**src/design/accel_tilt_roll_pitch_unit_defines.svh**
```systemverilog
// ---------------------------------------------------------------------------
// accel tilt roll pitch unit: shared assertion macros
// Immediate-consequence and next-cycle property wrappers on clk_i / rst_ni.
// ---------------------------------------------------------------------------
`ifndef ACCEL_TILT_ROLL_PITCH_UNIT_DEFINES_SVH
`define ACCEL_TILT_ROLL_PITCH_UNIT_DEFINES_SVH

// consequent must hold in the same cycle as the antecedent
`define ATRP_ASSERT_NOW(name, ante, cons, msg) \
  name: assert property (@(posedge clk_i) disable iff (!rst_ni) (ante) |-> (cons)) \
    else $error(msg);

// consequent must hold in the cycle after the antecedent
`define ATRP_ASSERT_NEXT(name, ante, cons, msg) \
  name: assert property (@(posedge clk_i) disable iff (!rst_ni) (ante) |=> (cons)) \
    else $error(msg);

`endif

```
**src/design/atrp_pkg.sv**
```systemverilog
// ---------------------------------------------------------------------------
// atrp_pkg
// Widths, arctangent table and inter-module structs of the tilt unit.
// ---------------------------------------------------------------------------
package atrp_pkg;

  // sample and result widths
  localparam int IN_W    = 16;
  localparam int ROLL_W  = 16;
  localparam int PITCH_W = 15;

  // integer square root of (y*y + z*z) * 2^30
  localparam int SQ_W     = 2 * IN_W - 1;
  localparam int SUM_W    = SQ_W + 1;
  localparam int FRAC_SH  = 30;
  localparam int REM_W    = SUM_W + FRAC_SH;
  localparam int TRIAL_W  = REM_W + 1;
  localparam int ROOT_W   = REM_W / 2;
  localparam int SQ_STEPS = ROOT_W;

  // cordic datapath
  localparam int OPD_SH        = 15;
  localparam int CW            = 34;
  localparam int ANG_W         = 24;
  localparam int ATAN_W        = 20;
  localparam int CORDIC_STAGES = 16;
  localparam int TABLE_LEN     = 24;
  localparam int NUM_ITER      = (CORDIC_STAGES < TABLE_LEN) ? CORDIC_STAGES : TABLE_LEN;

  localparam logic signed [ANG_W-1:0] PI_Q20 = ANG_W'(3294199);

  // atan(2^-i) in Q20, rounded to nearest
  localparam logic [ATAN_W-1:0] ATAN_Q20 [TABLE_LEN] = '{
    ATAN_W'(823550), ATAN_W'(486170), ATAN_W'(256879), ATAN_W'(130396),
    ATAN_W'(65451),  ATAN_W'(32757),  ATAN_W'(16383),  ATAN_W'(8192),
    ATAN_W'(4096),   ATAN_W'(2048),   ATAN_W'(1024),   ATAN_W'(512),
    ATAN_W'(256),    ATAN_W'(128),    ATAN_W'(64),     ATAN_W'(32),
    ATAN_W'(16),     ATAN_W'(8),      ATAN_W'(4),      ATAN_W'(2),
    ATAN_W'(1),      ATAN_W'(0),      ATAN_W'(0),      ATAN_W'(0)
  };

  // Q20 to Q13 rounding and output clamps
  localparam int RND_SHIFT = 7;
  localparam int RQ_W      = ANG_W - RND_SHIFT;
  localparam logic signed [ANG_W-1:0] RND_HALF  = ANG_W'(64);
  localparam logic signed [RQ_W-1:0]  ROLL_MAX  = RQ_W'(25736);
  localparam logic signed [RQ_W-1:0]  PITCH_MAX = RQ_W'(12868);

  // square root pipeline output with the sample carried alongside
  typedef struct packed {
    logic                    valid;
    logic signed [IN_W-1:0]  ax;
    logic signed [IN_W-1:0]  ay;
    logic signed [IN_W-1:0]  az;
    logic [ROOT_W-1:0]       root;
  } atrp_root_t;

  // cordic lane output
  typedef struct packed {
    logic                    valid;
    logic                    zero;
    logic signed [ANG_W-1:0] ang;
  } atrp_angle_t;

endpackage

```
**src/design/atrp_cordic.sv**
```systemverilog
// ---------------------------------------------------------------------------
// atrp_cordic
// Vectoring cordic for atan2(a, b): half-turn pre-rotation, then one
// micro-rotation per register stage, angle kept in Q20.
// ---------------------------------------------------------------------------
module atrp_cordic
  import atrp_pkg::*;
(
  input  logic                 clk_i,
  input  logic                 rst_ni,
  input  logic                 en_i,
  input  logic                 valid_i,
  input  logic signed [CW-1:0] a_i,
  input  logic signed [CW-1:0] b_i,
  output atrp_angle_t          ang_o
);

  logic                    vld_q  [NUM_ITER+1];
  logic                    zero_q [NUM_ITER+1];
  logic signed [CW-1:0]    x_q    [NUM_ITER+1];
  logic signed [CW-1:0]    y_q    [NUM_ITER+1];
  logic signed [ANG_W-1:0] ang_q  [NUM_ITER+1];

  logic                    zero_d;
  logic signed [CW-1:0]    x_d, y_d;
  logic signed [ANG_W-1:0] ang_d;

  // pre-rotation into the right half plane
  always_comb begin
    zero_d = (a_i == '0) && (b_i == '0);
    if (b_i < 0) begin
      x_d   = -b_i;
      y_d   = -a_i;
      ang_d = (a_i >= 0) ? PI_Q20 : -PI_Q20;
    end else begin
      x_d   = b_i;
      y_d   = a_i;
      ang_d = '0;
    end
  end

  always_ff @(posedge clk_i or negedge rst_ni) begin
    if (!rst_ni) begin
      vld_q[0] <= 1'b0;
    end else if (en_i) begin
      vld_q[0] <= valid_i;
    end
  end

  always_ff @(posedge clk_i) begin
    if (en_i) begin
      zero_q[0] <= zero_d;
      x_q[0]    <= x_d;
      y_q[0]    <= y_d;
      ang_q[0]  <= ang_d;
    end
  end

  // micro-rotations, driving y towards zero
  for (genvar i = 0; i < NUM_ITER; i++) begin : g_iter
    logic signed [CW-1:0]    dx, dy, xn, yn;
    logic signed [ANG_W-1:0] step, an;

    always_comb begin
      dx   = y_q[i] >>> i;
      dy   = x_q[i] >>> i;
      step = signed'(ANG_W'(ATAN_Q20[i]));
      if (y_q[i] >= 0) begin
        xn = x_q[i] + dx;
        yn = y_q[i] - dy;
        an = ang_q[i] + step;
      end else begin
        xn = x_q[i] - dx;
        yn = y_q[i] + dy;
        an = ang_q[i] - step;
      end
    end

    always_ff @(posedge clk_i or negedge rst_ni) begin
      if (!rst_ni) begin
        vld_q[i+1] <= 1'b0;
      end else if (en_i) begin
        vld_q[i+1] <= vld_q[i];
      end
    end

    always_ff @(posedge clk_i) begin
      if (en_i) begin
        zero_q[i+1] <= zero_q[i];
        x_q[i+1]    <= xn;
        y_q[i+1]    <= yn;
        ang_q[i+1]  <= an;
      end
    end
  end

  assign ang_o.valid = vld_q[NUM_ITER];
  assign ang_o.zero  = zero_q[NUM_ITER];
  assign ang_o.ang   = ang_q[NUM_ITER];

endmodule

```
**config.mk**
```make
export PLATFORM = sky130hd
export DESIGN_NAME = atrp_cordic
export DESIGN_NICKNAME = d
export VERILOG_FILES = /design/src/design/accel_tilt_roll_pitch_unit_defines.svh /design/src/design/atrp_pkg.sv /design/src/design/atrp_cordic.sv
export SDC_FILE = /design/constraint.sdc
export NUM_CORES = 2
export LEC_CHECK = 0
export BUFFER_PORTS_ARGS = -buffer_cell sky130_fd_sc_hd__buf_2
export CAP_MARGIN = 10
export CORE_UTILIZATION = 50
export DETAILED_ROUTE_END_ITERATION = 10
export PLACE_DENSITY = 0.69
export SYNTH_ARGS = -nofsm -noshare
export SYNTH_HDL_FRONTEND = slang
export SYNTH_SLANG_ARGS = --single-unit
```
**constraint.sdc**
```tcl
create_clock -name clk_i -period 12.2 [get_ports clk_i]
set_input_delay 2.44 -clock clk_i [delete_from_list [all_inputs] [get_ports clk_i]]
set_output_delay 2.44 -clock clk_i [all_outputs]
set_load 0.1 [all_outputs]
```
==> run_results.csv <==
group,metric,value,unit
status,status,"complete, no violations",
global_route,grt_use_total,25.9,%
layout,layout_common_cells,"sky130_fd_sc_hd__edfxtp_1 (1,409), sky130_fd_sc_hd__ha_1 (1,273), sky130_fd_sc_hd__xnor2_1 (1,153)",
die,design.portCount,98,
routing,dr_wl_met2,154000,um
sta,finalHoldViolations,0,
routing,drt-vias-per-instance,5.92,
logic_synthesis,yosysWarnings,0,
critical_path,worst-endpoint-arrival,6460,ps
placed_design,detailedPlacementHpwl,245000,um
logic_synthesis,synth-seq-cells,1426,
layout,layout.cells.most_common,"sky130_fd_sc_hd__edfxtp_1",
hold_path,min-delay-path-class,"reg2reg",
logic_synthesis,async_flop_share,1.19,%
layout,share_of_cells_above_drive_strength_1,4.55,%
critical_path,setup_cp_type,"reg2reg",
logic_synthesis,synthesis.instances,11800,
die,floorplan.die.height,482,um
routing,firstDrtPassIters,6,
placed_design,gp_congestion,0.969,
critical_path,crit_fanout,52,
sta,setup_viol_count_final,0,
clocking,post_cts_hold_buffer_count,0,
clocking,cts-resized-gates,0,
global_route,first_pass_grt_wire_length,478000,um
routing,drc_errors,0,
logic_synthesis,synth_area_in_xor_xnor,13.2,%
clocking,clockRootBuffer,"sky130_fd_sc_hd__clkbuf_16",
critical_path,crit_path_end_kind,"register",
routing,uppermost_routed_layer,"met4",
layout,area_delta_synth_final,8.53,%
die,placementRows,175,
logic_synthesis,synth_area,115000,um2
routing,totalWireLength,306000,um
die,start_util,50.5,%
logic_synthesis,yosysSeqAreaShare,37.1,%
clocking,cts.reportedPaths.clkPinSlew,60,ps
logic_synthesis,area_share_of_and_or_nand_nor_cells_after_synthesis,12.9,%
sta,clock-skew-final,37.7,ps
clocking,cts_setup_buffers,0,
die,placeableCoreArea,228000,um2
critical_path,timing.critical_path.slowest_stage_cell,"sky130_fd_sc_hd__edfxtp_1",
die,floorplan.die.width,482,um
placed_design,port-buffer-count,97,
routing,routedLengthMet1,127000,um
critical_path,worstPathCellList,"buf_4 -> nand2_1 -> xnor2_1 -> ha_1 -> o21a_1 -> o21ai_0 -> a21oi_1 -> a221oi_1 -> o221ai_1 -> o41ai_1 -> o21ai_0 -> o21ai_0 -> nand2b_1 -> a21oi_1 -> o211ai_1 -> xor2_1",
critical_path,crit_path_max_incr_delay,940,ps
logic_synthesis,yosys_most_used_dff,"sky130_fd_sc_hd__edfxtp_1",
clocking,cts_made_buffers,167,
routing,met3_length,12100,um
sta,final_period_minus_worst_setup_slack,5890,ps
critical_path,critPathMostFrequentCell,"sky130_fd_sc_hd__o21ai_0",
clocking,ctsLongestPathBuffers,3,
logic_synthesis,yosys-mux-area-fraction,0.369,%
placed_design,place_inst,14800,
sta,worst-slew-pin-transition,1290,ps
routing,via_count,89500,
layout,nNetsFinal,13400,
logic_synthesis,yosys.area.top_type_share,36.7,%
sta,timing.slew.headroom,14.1,%
clocking,cts_htree_levels,4,
sta,fmax,0.170,GHz
logic_synthesis,netlist-cell-type-count,88,
logic_synthesis,synth_enable_flop_cells,1409,
layout,non_filler_cells_final,15100,
routing,detail-route-antenna-nets,0,
critical_path,required,12770,ps
routing,drt-initial-drc-count,5415,
critical_path,worstSetupStartpointType,"register",
sta,grt_setup_unrepaired,"false",
logic_synthesis,synth_top_family_by_area,"compound AO/OA/AOI/OAI gates",
routing,wire_length_per_cell_after_detailed_routing,20.2,um
clocking,clock_sinks,1426,
logic_synthesis,synth.largest_area_cell,"sky130_fd_sc_hd__edfxtp_1",
global_route,grt_antenna_before_repair,15,
global_route,grt_max_degree,180,
global_route,number_of_global_route_vias_before_repair,88700,
critical_path,critical_path.n_buffers_inverters,1,
logic_synthesis,synth_top_cells_by_area,"sky130_fd_sc_hd__edfxtp_1 (37%), sky130_fd_sc_hd__ha_1 (14%), sky130_fd_sc_hd__xnor2_1 (8.8%)",
critical_path,timing.critical_path.max_delay_family,"compound AO/OA/AOI/OAI gates",
sta,final_max_slew_viol_count,0,
sta,post-route-period-util,48.3,%
clocking,tritoncts_clock_tree,"yes",
global_route,globalRouteOverflowTotal,0,
logic_synthesis,synth_fa_ha_area_share,14.6,%
sta,tns,0,ps
clocking,worst_skew_pair.late_latency,830,ps
run,max_cap_viol_count,0,
logic_synthesis,synth_area_in_compound_gates,19.1,%
die,fp.dieArea,232000,um2
logic_synthesis,syn_area_per_cell,9.78,um2
==> synthesized netlist by cell type, types with 71 or more instances <==
cell	instances
sky130_fd_sc_hd__edfxtp_1	1409
sky130_fd_sc_hd__ha_1	1273
sky130_fd_sc_hd__xnor2_1	1153
sky130_fd_sc_hd__a21oi_1	981
sky130_fd_sc_hd__o21ai_0	784
sky130_fd_sc_hd__nor2_1	768
sky130_fd_sc_hd__nand2_1	738
sky130_fd_sc_hd__inv_1	606
sky130_fd_sc_hd__xor2_1	590
sky130_fd_sc_hd__a21o_1	478
sky130_fd_sc_hd__o31ai_1	226
sky130_fd_sc_hd__nand2b_1	212
sky130_fd_sc_hd__nor3_1	211
sky130_fd_sc_hd__nor2b_1	203
sky130_fd_sc_hd__o21bai_1	187
sky130_fd_sc_hd__clkbuf_1	158
sky130_fd_sc_hd__or3_1	155
sky130_fd_sc_hd__nand3_1	151
sky130_fd_sc_hd__o21a_1	139
sky130_fd_sc_hd__or4_1	119
sky130_fd_sc_hd__o41ai_1	107
sky130_fd_sc_hd__and3_1	83
sky130_fd_sc_hd__nand4_1	83
sky130_fd_sc_hd__a211oi_1	78
sky130_fd_sc_hd__a21boi_0	75
sky130_fd_sc_hd__a31oi_1	71
==> through the flow <==
stage	util [%]	setup slack [ps]	area, um2	hold slack, ps
after floorplan	-	6870	116000	400
after global placement	52.3	6350	119000	401
after detailed placement	52.3	6350	119000	405
after CTS	54.8	6310	125000	410
after global routing	54.8	5660	125000	406
final	54.8	6310	125000	402
==> worst register-to-register path: stages (launching register included) <==
cell and delay (ps):
sky130_fd_sc_hd__edfxtp_1 940, sky130_fd_sc_hd__buf_4 540, sky130_fd_sc_hd__nand2_1 180, sky130_fd_sc_hd__xnor2_1 160
sky130_fd_sc_hd__ha_1 350, sky130_fd_sc_hd__o21a_1 190, sky130_fd_sc_hd__o21ai_0 260, sky130_fd_sc_hd__a21oi_1 120
sky130_fd_sc_hd__a221oi_1 560, sky130_fd_sc_hd__o221ai_1 370, sky130_fd_sc_hd__o41ai_1 720, sky130_fd_sc_hd__o21ai_0 210
sky130_fd_sc_hd__o21ai_0 340, sky130_fd_sc_hd__nand2b_1 200, sky130_fd_sc_hd__a21oi_1 230, sky130_fd_sc_hd__o211ai_1 120
sky130_fd_sc_hd__xor2_1 150
==> flip-flops by register name (all words and copies together), names as in the netlist <==
register / count
zero_q: 17
vld_q: 16
ang_q: 386
x_q: 496
y_q: 510
ang_o: 1
==> kinds of logic after synthesis <==
logic type | count (synthesis)
compound gates | 3453
simple gates | 2987
xor+xnor | 1743
flops | 1426
fa+ha+maj | 1320
buf+inv | 813
mux | 40
other cells | 1
==> final timing paths <==
| kind | start | slack, ps | to | cells after the start |
|---|---|---|---|---|
| max | y_q[0][305]$_DFFE_PP_ | 6310 | x_q[0][337]$_DFFE_PP_ | 16 |
| min | ang_q[13][5]$_DFFE_PP_ | 400 | ang_q[14][5]$_DFFE_PP_ | 0 |
| max reg2reg | y_q[0][305]$_DFFE_PP_ | 6310 | x_q[0][337]$_DFFE_PP_ | 16 |
| min reg2reg | ang_q[13][5]$_DFFE_PP_ | 400 | ang_q[14][5]$_DFFE_PP_ | 0 |
| max in group asynchronous | rst_ni | 10260 | vld_q[6]$_DFFE_PN0P_ | 1 |
| min in group asynchronous | rst_ni | 1570 | ang_o[25]$_DFFE_PN0P_ | 1 |
==> per-layer routing <==
| metal | up-vias | GRT usage (%) |
|---|---|---|
| li1 | 43900 | - |
| met1 | 42900 | 30.5 |
| met2 | 2150 | 47.2 |
| met3 | 623 | 2.74 |
| met4 | 0 | 11.6 |
| met5 | - | 0 |
==> area by class of cell <==
class	count	area, um2
antenna	13	32.5
clock inverter	98	1150
fill	20200	103000
sequential	1426	42700
multi-input combinational	9621	69700
inverter	612	2300
clock buffer	207	4450
timing repair buffer	144	903
tap	3009	3760
Power is not shown: default switching activity piles up to over one toggle a cycle in this logic, so the estimate is an artifact.
